**src/rtl/c65_pkg.sv**
```systemverilog
package c65_pkg;

	// Command codes of the input item
	localparam logic [4:0] CMD_ORA = 5'd0;
	localparam logic [4:0] CMD_AND = 5'd1;
	localparam logic [4:0] CMD_EOR = 5'd2;
	localparam logic [4:0] CMD_BIT = 5'd3;
	localparam logic [4:0] CMD_ASL = 5'd4;
	localparam logic [4:0] CMD_LSR = 5'd5;
	localparam logic [4:0] CMD_ROL = 5'd6;
	localparam logic [4:0] CMD_ROR = 5'd7;
	localparam logic [4:0] CMD_ADC = 5'd8;
	localparam logic [4:0] CMD_SBC = 5'd9;
	localparam logic [4:0] CMD_CMP = 5'd10;
	localparam logic [4:0] CMD_CPX = 5'd11;
	localparam logic [4:0] CMD_CPY = 5'd12;
	localparam logic [4:0] CMD_LDA = 5'd13;
	localparam logic [4:0] CMD_LDX = 5'd14;
	localparam logic [4:0] CMD_LDY = 5'd15;
	localparam logic [4:0] CMD_STA = 5'd16;
	localparam logic [4:0] CMD_STX = 5'd17;
	localparam logic [4:0] CMD_STY = 5'd18;
	localparam logic [4:0] CMD_TAX = 5'd19;
	localparam logic [4:0] CMD_TAY = 5'd20;
	localparam logic [4:0] CMD_TSX = 5'd21;
	localparam logic [4:0] CMD_TXA = 5'd22;
	localparam logic [4:0] CMD_TXS = 5'd23;
	localparam logic [4:0] CMD_TYA = 5'd24;
	localparam logic [4:0] CMD_INC = 5'd25;
	localparam logic [4:0] CMD_DEC = 5'd26;
	localparam logic [4:0] CMD_INX = 5'd27;
	localparam logic [4:0] CMD_INY = 5'd28;
	localparam logic [4:0] CMD_DEX = 5'd29;
	localparam logic [4:0] CMD_DEY = 5'd30;

	// Operation classes handed from front to back
	localparam logic [3:0] CLS_NOP   = 4'd0;
	localparam logic [3:0] CLS_LOGIC = 4'd1;
	localparam logic [3:0] CLS_BIT   = 4'd2;
	localparam logic [3:0] CLS_SHIFT = 4'd3;
	localparam logic [3:0] CLS_ADD   = 4'd4;
	localparam logic [3:0] CLS_CMP   = 4'd5;
	localparam logic [3:0] CLS_LOAD  = 4'd6;
	localparam logic [3:0] CLS_STORE = 4'd7;
	localparam logic [3:0] CLS_XFER  = 4'd8;
	localparam logic [3:0] CLS_STEPM = 4'd9;
	localparam logic [3:0] CLS_STEPR = 4'd10;

	// Register selects
	localparam logic [1:0] REG_A = 2'd0;
	localparam logic [1:0] REG_X = 2'd1;
	localparam logic [1:0] REG_Y = 2'd2;
	localparam logic [1:0] REG_S = 2'd3;

	// Sub-functions
	localparam logic [1:0] FN_OR  = 2'd0;
	localparam logic [1:0] FN_AND = 2'd1;
	localparam logic [1:0] FN_EOR = 2'd2;
	localparam logic [1:0] FN_ASL = 2'd0;
	localparam logic [1:0] FN_LSR = 2'd1;
	localparam logic [1:0] FN_ROL = 2'd2;
	localparam logic [1:0] FN_ROR = 2'd3;
	localparam logic [1:0] FN_INC = 2'd0;
	localparam logic [1:0] FN_DEC = 2'd1;

	localparam int unsigned QUEUE_DEPTH = 2;
	localparam int unsigned QPTR_W = $clog2(QUEUE_DEPTH);
	localparam int unsigned QCNT_W = $clog2(QUEUE_DEPTH + 1);

	localparam logic [7:0] SP_RESET = 8'hFD;

	typedef struct packed {
		logic [4:0] command;
		logic [7:0] operand;
		logic       target_is_accumulator;
	} in_item_t;

	typedef struct packed {
		logic [7:0] write_value;
		logic       write_enable;
		logic [7:0] acc_value;
		logic [7:0] x_value;
		logic [7:0] y_value;
		logic [7:0] stack_value;
		logic [3:0] flags_nvzc;
	} out_item_t;

	typedef struct packed {
		logic [3:0] cls;
		logic [1:0] fn;
		logic [1:0] src_reg;
		logic [1:0] dst_reg;
		logic [7:0] operand;
		logic       to_acc;
	} dec_op_t;

endpackage

```
**src/rtl/c65_front.sv**
```systemverilog
module c65_front (
	input  c65_pkg::in_item_t in_data,
	input  logic              in_valid,
	output logic              in_ready,
	input  logic              queue_full,
	output logic              push_valid,
	output c65_pkg::dec_op_t  push_op
);

	assign in_ready   = !queue_full;
	assign push_valid = in_valid && !queue_full;

	always_comb begin
		push_op         = '0;
		push_op.cls     = c65_pkg::CLS_NOP;
		push_op.operand = in_data.operand;
		push_op.to_acc  = in_data.target_is_accumulator;
		unique case (in_data.command)
			c65_pkg::CMD_ORA: begin
				push_op.cls = c65_pkg::CLS_LOGIC;
				push_op.fn  = c65_pkg::FN_OR;
			end
			c65_pkg::CMD_AND: begin
				push_op.cls = c65_pkg::CLS_LOGIC;
				push_op.fn  = c65_pkg::FN_AND;
			end
			c65_pkg::CMD_EOR: begin
				push_op.cls = c65_pkg::CLS_LOGIC;
				push_op.fn  = c65_pkg::FN_EOR;
			end
			c65_pkg::CMD_BIT: push_op.cls = c65_pkg::CLS_BIT;
			c65_pkg::CMD_ASL: begin
				push_op.cls = c65_pkg::CLS_SHIFT;
				push_op.fn  = c65_pkg::FN_ASL;
			end
			c65_pkg::CMD_LSR: begin
				push_op.cls = c65_pkg::CLS_SHIFT;
				push_op.fn  = c65_pkg::FN_LSR;
			end
			c65_pkg::CMD_ROL: begin
				push_op.cls = c65_pkg::CLS_SHIFT;
				push_op.fn  = c65_pkg::FN_ROL;
			end
			c65_pkg::CMD_ROR: begin
				push_op.cls = c65_pkg::CLS_SHIFT;
				push_op.fn  = c65_pkg::FN_ROR;
			end
			c65_pkg::CMD_ADC: push_op.cls = c65_pkg::CLS_ADD;
			c65_pkg::CMD_SBC: begin
				// subtract as add of the complemented operand
				push_op.cls     = c65_pkg::CLS_ADD;
				push_op.operand = ~in_data.operand;
			end
			c65_pkg::CMD_CMP: begin
				push_op.cls     = c65_pkg::CLS_CMP;
				push_op.src_reg = c65_pkg::REG_A;
			end
			c65_pkg::CMD_CPX: begin
				push_op.cls     = c65_pkg::CLS_CMP;
				push_op.src_reg = c65_pkg::REG_X;
			end
			c65_pkg::CMD_CPY: begin
				push_op.cls     = c65_pkg::CLS_CMP;
				push_op.src_reg = c65_pkg::REG_Y;
			end
			c65_pkg::CMD_LDA: begin
				push_op.cls     = c65_pkg::CLS_LOAD;
				push_op.dst_reg = c65_pkg::REG_A;
			end
			c65_pkg::CMD_LDX: begin
				push_op.cls     = c65_pkg::CLS_LOAD;
				push_op.dst_reg = c65_pkg::REG_X;
			end
			c65_pkg::CMD_LDY: begin
				push_op.cls     = c65_pkg::CLS_LOAD;
				push_op.dst_reg = c65_pkg::REG_Y;
			end
			c65_pkg::CMD_STA: begin
				push_op.cls     = c65_pkg::CLS_STORE;
				push_op.src_reg = c65_pkg::REG_A;
			end
			c65_pkg::CMD_STX: begin
				push_op.cls     = c65_pkg::CLS_STORE;
				push_op.src_reg = c65_pkg::REG_X;
			end
			c65_pkg::CMD_STY: begin
				push_op.cls     = c65_pkg::CLS_STORE;
				push_op.src_reg = c65_pkg::REG_Y;
			end
			c65_pkg::CMD_TAX: begin
				push_op.cls     = c65_pkg::CLS_XFER;
				push_op.src_reg = c65_pkg::REG_A;
				push_op.dst_reg = c65_pkg::REG_X;
			end
			c65_pkg::CMD_TAY: begin
				push_op.cls     = c65_pkg::CLS_XFER;
				push_op.src_reg = c65_pkg::REG_A;
				push_op.dst_reg = c65_pkg::REG_Y;
			end
			c65_pkg::CMD_TSX: begin
				push_op.cls     = c65_pkg::CLS_XFER;
				push_op.src_reg = c65_pkg::REG_S;
				push_op.dst_reg = c65_pkg::REG_X;
			end
			c65_pkg::CMD_TXA: begin
				push_op.cls     = c65_pkg::CLS_XFER;
				push_op.src_reg = c65_pkg::REG_X;
				push_op.dst_reg = c65_pkg::REG_A;
			end
			c65_pkg::CMD_TXS: begin
				push_op.cls     = c65_pkg::CLS_XFER;
				push_op.src_reg = c65_pkg::REG_X;
				push_op.dst_reg = c65_pkg::REG_S;
			end
			c65_pkg::CMD_TYA: begin
				push_op.cls     = c65_pkg::CLS_XFER;
				push_op.src_reg = c65_pkg::REG_Y;
				push_op.dst_reg = c65_pkg::REG_A;
			end
			c65_pkg::CMD_INC: begin
				push_op.cls = c65_pkg::CLS_STEPM;
				push_op.fn  = c65_pkg::FN_INC;
			end
			c65_pkg::CMD_DEC: begin
				push_op.cls = c65_pkg::CLS_STEPM;
				push_op.fn  = c65_pkg::FN_DEC;
			end
			c65_pkg::CMD_INX: begin
				push_op.cls     = c65_pkg::CLS_STEPR;
				push_op.fn      = c65_pkg::FN_INC;
				push_op.dst_reg = c65_pkg::REG_X;
			end
			c65_pkg::CMD_INY: begin
				push_op.cls     = c65_pkg::CLS_STEPR;
				push_op.fn      = c65_pkg::FN_INC;
				push_op.dst_reg = c65_pkg::REG_Y;
			end
			c65_pkg::CMD_DEX: begin
				push_op.cls     = c65_pkg::CLS_STEPR;
				push_op.fn      = c65_pkg::FN_DEC;
				push_op.dst_reg = c65_pkg::REG_X;
			end
			c65_pkg::CMD_DEY: begin
				push_op.cls     = c65_pkg::CLS_STEPR;
				push_op.fn      = c65_pkg::FN_DEC;
				push_op.dst_reg = c65_pkg::REG_Y;
			end
			default: push_op.cls = c65_pkg::CLS_NOP;
		endcase
	end

endmodule

```
**src/rtl/c65_queue.sv**
```systemverilog
module c65_queue (
	input  logic             clk,
	input  logic             arst_n,
	input  logic             push_valid,
	input  c65_pkg::dec_op_t push_op,
	output logic             full,
	output logic             head_valid,
	output c65_pkg::dec_op_t head_op,
	input  logic             pop
);

	c65_pkg::dec_op_t                  mem_q [c65_pkg::QUEUE_DEPTH];
	logic [c65_pkg::QPTR_W-1:0]        wr_ptr_q;
	logic [c65_pkg::QPTR_W-1:0]        rd_ptr_q;
	logic [c65_pkg::QCNT_W-1:0]        count_q;
	logic                              do_pop;

	assign full       = (count_q == c65_pkg::QCNT_W'(c65_pkg::QUEUE_DEPTH));
	assign head_valid = (count_q != '0);
	assign head_op    = mem_q[rd_ptr_q];
	assign do_pop     = pop && head_valid;

	always_ff @(posedge clk) begin
		if (push_valid) begin
			mem_q[wr_ptr_q] <= push_op;
		end
	end

	always_ff @(posedge clk or negedge arst_n) begin
		if (!arst_n) begin
			wr_ptr_q <= '0;
			rd_ptr_q <= '0;
			count_q  <= '0;
		end else begin
			if (push_valid) begin
				wr_ptr_q <= (wr_ptr_q == c65_pkg::QPTR_W'(c65_pkg::QUEUE_DEPTH - 1))
					? '0 : wr_ptr_q + 1'b1;
			end
			if (do_pop) begin
				rd_ptr_q <= (rd_ptr_q == c65_pkg::QPTR_W'(c65_pkg::QUEUE_DEPTH - 1))
					? '0 : rd_ptr_q + 1'b1;
			end
			unique case ({push_valid, do_pop})
				2'b10:   count_q <= count_q + 1'b1;
				2'b01:   count_q <= count_q - 1'b1;
				default: count_q <= count_q;
			endcase
		end
	end

endmodule

```
**src/rtl/c65_back.sv**
```systemverilog
module c65_back (
	input  logic              clk,
	input  logic              arst_n,
	input  logic              head_valid,
	input  c65_pkg::dec_op_t  head_op,
	output logic              pop,
	output logic              out_valid,
	input  logic              out_ready,
	output c65_pkg::out_item_t out_data
);

	logic [7:0] a_q, x_q, y_q, s_q;
	logic       n_q, v_q, z_q, c_q;
	logic       out_valid_q;
	c65_pkg::out_item_t out_data_q;

	logic [7:0] a_n, x_n, y_n, s_n;
	logic       n_n, v_n, z_n, c_n;
	logic [7:0] wval, m, src_val, dst_val, sh_src, sh_res, nz_val;
	logic [7:0] dst_data, step_val;
	logic       wen, set_nz, dst_we, sh_c;
	logic [8:0] sum9, cmp9;

	assign m    = head_op.operand;
	assign pop  = head_valid && (!out_valid_q || out_ready);
	assign sum9 = {1'b0, a_q} + {1'b0, m} + {8'b0, c_q};
	assign cmp9 = {1'b0, src_val} - {1'b0, m};

	always_comb begin
		unique case (head_op.src_reg)
			c65_pkg::REG_A: src_val = a_q;
			c65_pkg::REG_X: src_val = x_q;
			c65_pkg::REG_Y: src_val = y_q;
			default:        src_val = s_q;
		endcase
		unique case (head_op.dst_reg)
			c65_pkg::REG_A: dst_val = a_q;
			c65_pkg::REG_X: dst_val = x_q;
			c65_pkg::REG_Y: dst_val = y_q;
			default:        dst_val = s_q;
		endcase
	end

	always_comb begin
		sh_src = head_op.to_acc ? a_q : m;
		unique case (head_op.fn)
			c65_pkg::FN_ASL: begin
				sh_res = {sh_src[6:0], 1'b0};
				sh_c   = sh_src[7];
			end
			c65_pkg::FN_LSR: begin
				sh_res = {1'b0, sh_src[7:1]};
				sh_c   = sh_src[0];
			end
			c65_pkg::FN_ROL: begin
				sh_res = {sh_src[6:0], c_q};
				sh_c   = sh_src[7];
			end
			default: begin
				sh_res = {c_q, sh_src[7:1]};
				sh_c   = sh_src[0];
			end
		endcase
	end

	always_comb begin
		step_val = (head_op.cls == c65_pkg::CLS_STEPM) ? m : dst_val;
		if (head_op.fn == c65_pkg::FN_DEC) begin
			step_val = step_val - 8'd1;
		end else begin
			step_val = step_val + 8'd1;
		end
	end

	always_comb begin
		a_n      = a_q;
		x_n      = x_q;
		y_n      = y_q;
		s_n      = s_q;
		n_n      = n_q;
		v_n      = v_q;
		z_n      = z_q;
		c_n      = c_q;
		wval     = 8'd0;
		wen      = 1'b0;
		set_nz   = 1'b0;
		nz_val   = 8'd0;
		dst_we   = 1'b0;
		dst_data = 8'd0;
		unique case (head_op.cls)
			c65_pkg::CLS_LOGIC: begin
				unique case (head_op.fn)
					c65_pkg::FN_OR:  a_n = a_q | m;
					c65_pkg::FN_AND: a_n = a_q & m;
					default:         a_n = a_q ^ m;
				endcase
				set_nz = 1'b1;
				nz_val = a_n;
			end
			c65_pkg::CLS_BIT: begin
				v_n = m[6];
				n_n = m[7];
				z_n = ((a_q & m) == 8'd0);
			end
			c65_pkg::CLS_SHIFT: begin
				c_n    = sh_c;
				set_nz = 1'b1;
				nz_val = sh_res;
				if (head_op.to_acc) begin
					a_n = sh_res;
				end else begin
					wval = sh_res;
					wen  = 1'b1;
				end
			end
			c65_pkg::CLS_ADD: begin
				a_n    = sum9[7:0];
				c_n    = sum9[8];
				v_n    = (a_q[7] ^ sum9[7]) & (m[7] ^ sum9[7]);
				set_nz = 1'b1;
				nz_val = sum9[7:0];
			end
			c65_pkg::CLS_CMP: begin
				c_n    = ~cmp9[8];
				set_nz = 1'b1;
				nz_val = cmp9[7:0];
			end
			c65_pkg::CLS_LOAD: begin
				dst_we   = 1'b1;
				dst_data = m;
				set_nz   = 1'b1;
				nz_val   = m;
			end
			c65_pkg::CLS_STORE: begin
				wval = src_val;
				wen  = 1'b1;
			end
			c65_pkg::CLS_XFER: begin
				dst_we   = 1'b1;
				dst_data = src_val;
				// TXS leaves the flags alone
				set_nz   = (head_op.dst_reg != c65_pkg::REG_S);
				nz_val   = src_val;
			end
			c65_pkg::CLS_STEPM: begin
				wval   = step_val;
				wen    = 1'b1;
				set_nz = 1'b1;
				nz_val = step_val;
			end
			c65_pkg::CLS_STEPR: begin
				dst_we   = 1'b1;
				dst_data = step_val;
				set_nz   = 1'b1;
				nz_val   = step_val;
			end
			default: begin
			end
		endcase
		if (dst_we) begin
			unique case (head_op.dst_reg)
				c65_pkg::REG_A: a_n = dst_data;
				c65_pkg::REG_X: x_n = dst_data;
				c65_pkg::REG_Y: y_n = dst_data;
				default:        s_n = dst_data;
			endcase
		end
		if (set_nz) begin
			z_n = (nz_val == 8'd0);
			n_n = nz_val[7];
		end
	end

	always_ff @(posedge clk or negedge arst_n) begin
		if (!arst_n) begin
			a_q         <= 8'd0;
			x_q         <= 8'd0;
			y_q         <= 8'd0;
			s_q         <= c65_pkg::SP_RESET;
			n_q         <= 1'b0;
			v_q         <= 1'b0;
			z_q         <= 1'b0;
			c_q         <= 1'b0;
			out_valid_q <= 1'b0;
		end else begin
			if (pop) begin
				a_q <= a_n;
				x_q <= x_n;
				y_q <= y_n;
				s_q <= s_n;
				n_q <= n_n;
				v_q <= v_n;
				z_q <= z_n;
				c_q <= c_n;
			end
			if (pop) begin
				out_valid_q <= 1'b1;
			end else if (out_ready) begin
				out_valid_q <= 1'b0;
			end
		end
	end

	always_ff @(posedge clk) begin
		if (pop) begin
			out_data_q.write_value  <= wval;
			out_data_q.write_enable <= wen;
			out_data_q.acc_value    <= a_n;
			out_data_q.x_value      <= x_n;
			out_data_q.y_value      <= y_n;
			out_data_q.stack_value  <= s_n;
			out_data_q.flags_nvzc   <= {n_n, v_n, z_n, c_n};
		end
	end

	assign out_valid = out_valid_q;
	assign out_data  = out_data_q;

endmodule

```
**src/rtl/cpu6502_alu_register_execute_core.sv**
```systemverilog
// Flow: an item transferred in is written into the decode queue at that same edge, then executed
// from the queue head into the output register once that register is free or being taken,
// and the result shows on the output from that register.
// Throughput: one item per cycle while each result is taken by out_ready; the execute stage's register
// file and flags feed the next operation directly.
// Reset: arst_n clears A, X, Y and the flags, loads S with 0xFD and empties the queue.
module cpu6502_alu_register_execute_core (
	input  logic               clk,
	input  logic               arst_n,
	input  logic               in_valid,
	output logic               in_ready,
	input  c65_pkg::in_item_t  in_data,
	output logic               out_valid,
	input  logic               out_ready,
	output c65_pkg::out_item_t out_data
);

	logic             push_valid;
	c65_pkg::dec_op_t push_op;
	logic             queue_full;
	logic             head_valid;
	c65_pkg::dec_op_t head_op;
	logic             pop;

	c65_front u_front (
		.in_data    (in_data),
		.in_valid   (in_valid),
		.in_ready   (in_ready),
		.queue_full (queue_full),
		.push_valid (push_valid),
		.push_op    (push_op)
	);

	c65_queue u_queue (
		.clk        (clk),
		.arst_n     (arst_n),
		.push_valid (push_valid),
		.push_op    (push_op),
		.full       (queue_full),
		.head_valid (head_valid),
		.head_op    (head_op),
		.pop        (pop)
	);

	c65_back u_back (
		.clk        (clk),
		.arst_n     (arst_n),
		.head_valid (head_valid),
		.head_op    (head_op),
		.pop        (pop),
		.out_valid  (out_valid),
		.out_ready  (out_ready),
		.out_data   (out_data)
	);

endmodule

```
**config.mk**
```make
export PLATFORM = sky130hd
export DESIGN_NAME = cpu6502_alu_register_execute_core
export DESIGN_NICKNAME = d
export VERILOG_FILES = /design/src/rtl/c65_pkg.sv /design/src/rtl/c65_front.sv /design/src/rtl/c65_queue.sv /design/src/rtl/c65_back.sv /design/src/rtl/cpu6502_alu_register_execute_core.sv
export SDC_FILE = /design/constraint.sdc
export NUM_CORES = 1
export LEC_CHECK = 0
export BUFFER_PORTS_ARGS = -buffer_cell sky130_fd_sc_hd__buf_4
export CAP_MARGIN = 20
export CORE_ASPECT_RATIO = 0.5
export CORE_UTILIZATION = 35
export DETAILED_ROUTE_END_ITERATION = 12
export GPL_ROUTABILITY_DRIVEN = 0
export SLEW_MARGIN = 20
export SYNTH_ARGS = -nofsm -noshare
export SYNTH_HDL_FRONTEND = slang
export SYNTH_HIERARCHICAL = 1
export SYNTH_SLANG_ARGS = --single-unit
export TNS_END_PERCENT = 30
```
**constraint.sdc**
```tcl
create_clock -name clk -period 13.8 [get_ports clk]
set_clock_uncertainty 0.1 [all_clocks]
set_input_delay 0.69 -clock clk [delete_from_list [all_inputs] [get_ports clk]]
set_output_delay 0.69 -clock clk [all_outputs]
set_load 0.05 [all_outputs]
```
==> impl_metrics.csv <==
group,metric,value,unit
drt,routedWlPerCell,19.50,um
clocking,clkTransAtPathRegs,60,ps
synthesis,synth_cell_type_count,83,
run,maxCapViolations,0,
global_routing,grt_max_degree,80,
synthesis,synth_area_leaders,"edfxtp_1 (31%), dfrtp_1 (11%), mux4_2 (6.0%)",
placement,place_hpwl,15890,um
clocking,cts_max_path_buffers,2,
sta,finalCriticalPeriod,5142,ps
die,rows,38,
final_layout,layout-drive-gt1-share,22.73,%
drt,viasPerCell,5.672,
synthesis,syn_inst,742,
clocking,insertion_delay,420,ps
drt,vias,6268,
die,die_h,108.5,um
synthesis,ys_seq_area_share,44.44,%
sta,tightest_slew,1208,ps
synthesis,synthesis.nets,795,
clocking,clkSinkCount,124,
global_routing,grt_pass1_wl,33740,um
synthesis,async_flop_share,33.06,%
die,floorplan.initialDensity,36.13,%
final_layout,diodes,0,
clocking,cts_tree,"yes",
setup_path,cp_max_fo,20,
drt,drt-total-wl,21540,um
drt,met3WireLength,1895,um
die,core-area,0.02197,mm2
sta,drv_slew,0,
synthesis,ys_warn_count,6,
drt,wl_met1,9982,um
setup_path,worst_ep_arrival_time,5340,ps
placement,portBuffers,64,
synthesis,synth_edf_count,83,
clocking,postCtsSetupRepairBufs,0,
sta,fin_crit_sh,37.26,%
sta,setup_viol,0,
final_layout,fin_util,42.25,%
synthesis,syn-mean-instance-area,10.70,um2
clocking,cts_root_buf,"clkbuf_16",
drt,drc_errors,0,
drt,first_pass_iters,6,
drt,wl_met2,9318,um
hold_path,min_path_type,"input port to async pin",
sta,fin_ws,8658,ps
drt,antenna_left,0,
setup_path,endpoint_kind,"flop",
synthesis,netlist_area,0.007936,mm2
die,die_area,0.02332,mm2
placement,placed_cells,1072,
clocking,cts_buffers,17,
final_layout,finalNetCount,845,
sta,rsz0062_at_grt,"no",
synthesis,ys.flop_type,"edfxtp_1",
clocking,htreeDepth,4,
setup_path,path_class,"flop to flop",
sta,max_freq,0.1945,GHz
global_routing,overflow,0,
synthesis,synth_top_cell_area_share,31.40,%
clocking,cts_resized,0,
drt,first_iter_violations,736,
sta,slew-limit-headroom,18.86,%
sta,hold_viol,0,
drt,top_layer,"met5",
global_routing,antenna_found_initial,1,
die,die_x,215.0,um
synthesis,ys_ff_latch,124,
setup_path,worstPathRequired,14000,ps
synthesis,synth_area_leader_cell,"edfxtp_1",
die,io-pin-count,65,
sta,tns,0,ps
final_layout,areaGrowthSynthToFinish,16.93,%
final_layout,fin_cells,1105,
global_routing,grt.total_usage,18.92,%
outcome,status,"completed",
global_routing,grt_pass1_vias,5926,
placement,place_ws,8431,ps
clocking,hold_buffers,0,
setup_path,start_kind,"flop",
-- cell families (layout without fill, tap and decap cells) --
| family | count (synthesis) | after routing | share of synthesized area, % |
|---|---|---|---|
| mux | 63 | 63 | 11.82 |
| simple gates | 228 | 228 | 14.08 |
| fa+ha+maj | 36 | 36 | 6.022 |
| compound gates | 191 | 191 | 16.74 |
| buf+inv | 74 | 137 | 4.020 |
| flops | 124 | 124 | 44.44 |
| xor+xnor | 26 | 26 | 2.869 |
-- stage by stage --
stage               hold WS, ps  instance area (um2)
detailed placement        369.6                 8658
finish                    155.0                 9280
global route              191.0                 9280
global placement          360.0                 8651
CTS                       190.8                 9269
floorplan                 294.4                 7936
-- worst paths after layout --
check,startpoint,endpoint,slack (ps),cells past startpoint
worst min register to register,u_back/s_q[6]$_DFFE_PN1P_,u_back/s_q[6]$_DFFE_PN1P_,380,2
worst max register to register,u_queue/rd_ptr_q$_DFFE_PN0P_,u_back/a_q[7]$_DFFE_PN0P_,8660,13
min in group clk,in_data[0],u_queue/mem_q[1][0]$_DFFE_PP_,370,1
worst max-delay path,u_queue/rd_ptr_q$_DFFE_PN0P_,u_back/a_q[7]$_DFFE_PN0P_,8660,13
worst min-delay path,arst_n,u_back/v_q$_DFFE_PN0P_,160,1
max in group asynchronous,arst_n,u_back/a_q[7]$_DFFE_PN0P_,13020,1
-- flip-flops by register name, indices dropped and copies added, names as in the netlist, 2 cells and up --
name / flops
u_queue/count_q: 2
u_back/s_q: 8
u_back/y_q: 8
u_back/a_q: 8
u_back/out_data: 45
u_queue/mem_q: 38
u_back/x_q: 8
-- routing by layer --
layer  vias up  global-route usage, %
li1       2877                      -
met3        44                  5.288
met2       282                  28.43
met5         -                      0
met4         2                  5.204
met1      3063                  26.61
-- placed cells by master, fill, tap and decap left out, drive strengths merged, types with 5 or more instances in the layout --
cell type  synthesis  routed
nand2             84      84
edfxtp            83      83
buf               21      69
nor2              66      66
a21oi             50      50
inv               35      42
o21ai             37      37
mux2              36      36
dfrtp             34      34
ha                31      31
mux4              21      21
clkbuf            18      18
nand2b            16      16
xor2              15      15
xnor2             11      11
nor2b             10      10
a21o               9       9
nor3               9       9
a221o              8       8
o31ai              8       8
a222oi             7       7
o211ai             7       7
dfstp              7       7
and2               7       7
mux2i              6       6
o21a               6       6
a221oi             6       6
a31oi              6       6
a22oi              5       5
nor4               5       5
a21boi             5       5
-- synthesized netlist by cell type, types with 4 or more instances --
master,instances
a221o_1,8
a22oi_1,5
o21ai_0,35
o31a_1,4
a221oi_1,5
fa_1,4
ha_1,31
dfrtp_1,34
nand4bb_1,4
a22o_1,4
a2111oi_0,4
nor2_1,66
nand2_1,84
clkbuf_1,18
xor2_1,15
a21boi_1,4
inv_1,32
a21oi_1,50
o21a_1,6
and2_1,6
mux2i_1,6
o31ai_1,8
nor4_1,4
nand3_1,4
mux4_2,21
a21o_1,9
o211ai_1,7
dfstp_2,7
buf_1,4
nor2b_1,10
edfxtp_1,83
a222oi_1,7
nor3_1,9
nand2b_1,15
mux2_2,35
xnor2_1,11
buf_2,12
a31oi_1,4
-- critical path, cell delays in order (launching register included) --
cell and delay, ps:
dfrtp_1 850, mux2_2 520, nand4bb_1 720, nand2_1 200
o21ai_0 110, ha_1 480, a21o_1 190, nor2_1 60
a221oi_2 360, a31oi_2 150, xnor2_1 200, a21boi_1 560
a21oi_1 200, mux2_2 310
-- cell type report --
type	instances	area, um2
clock buffers	17	425.4
multi-input cells	544	4113
fillers	2118	12690
inverters	35	131.4
clock inverters	15	185.2
repair buffers	70	523.0
well taps	300	375.4
flip-flops and latches	124	3527
Power is not shown: default switching activity piles up to over one toggle a cycle in this logic, so the estimate is an artifact.
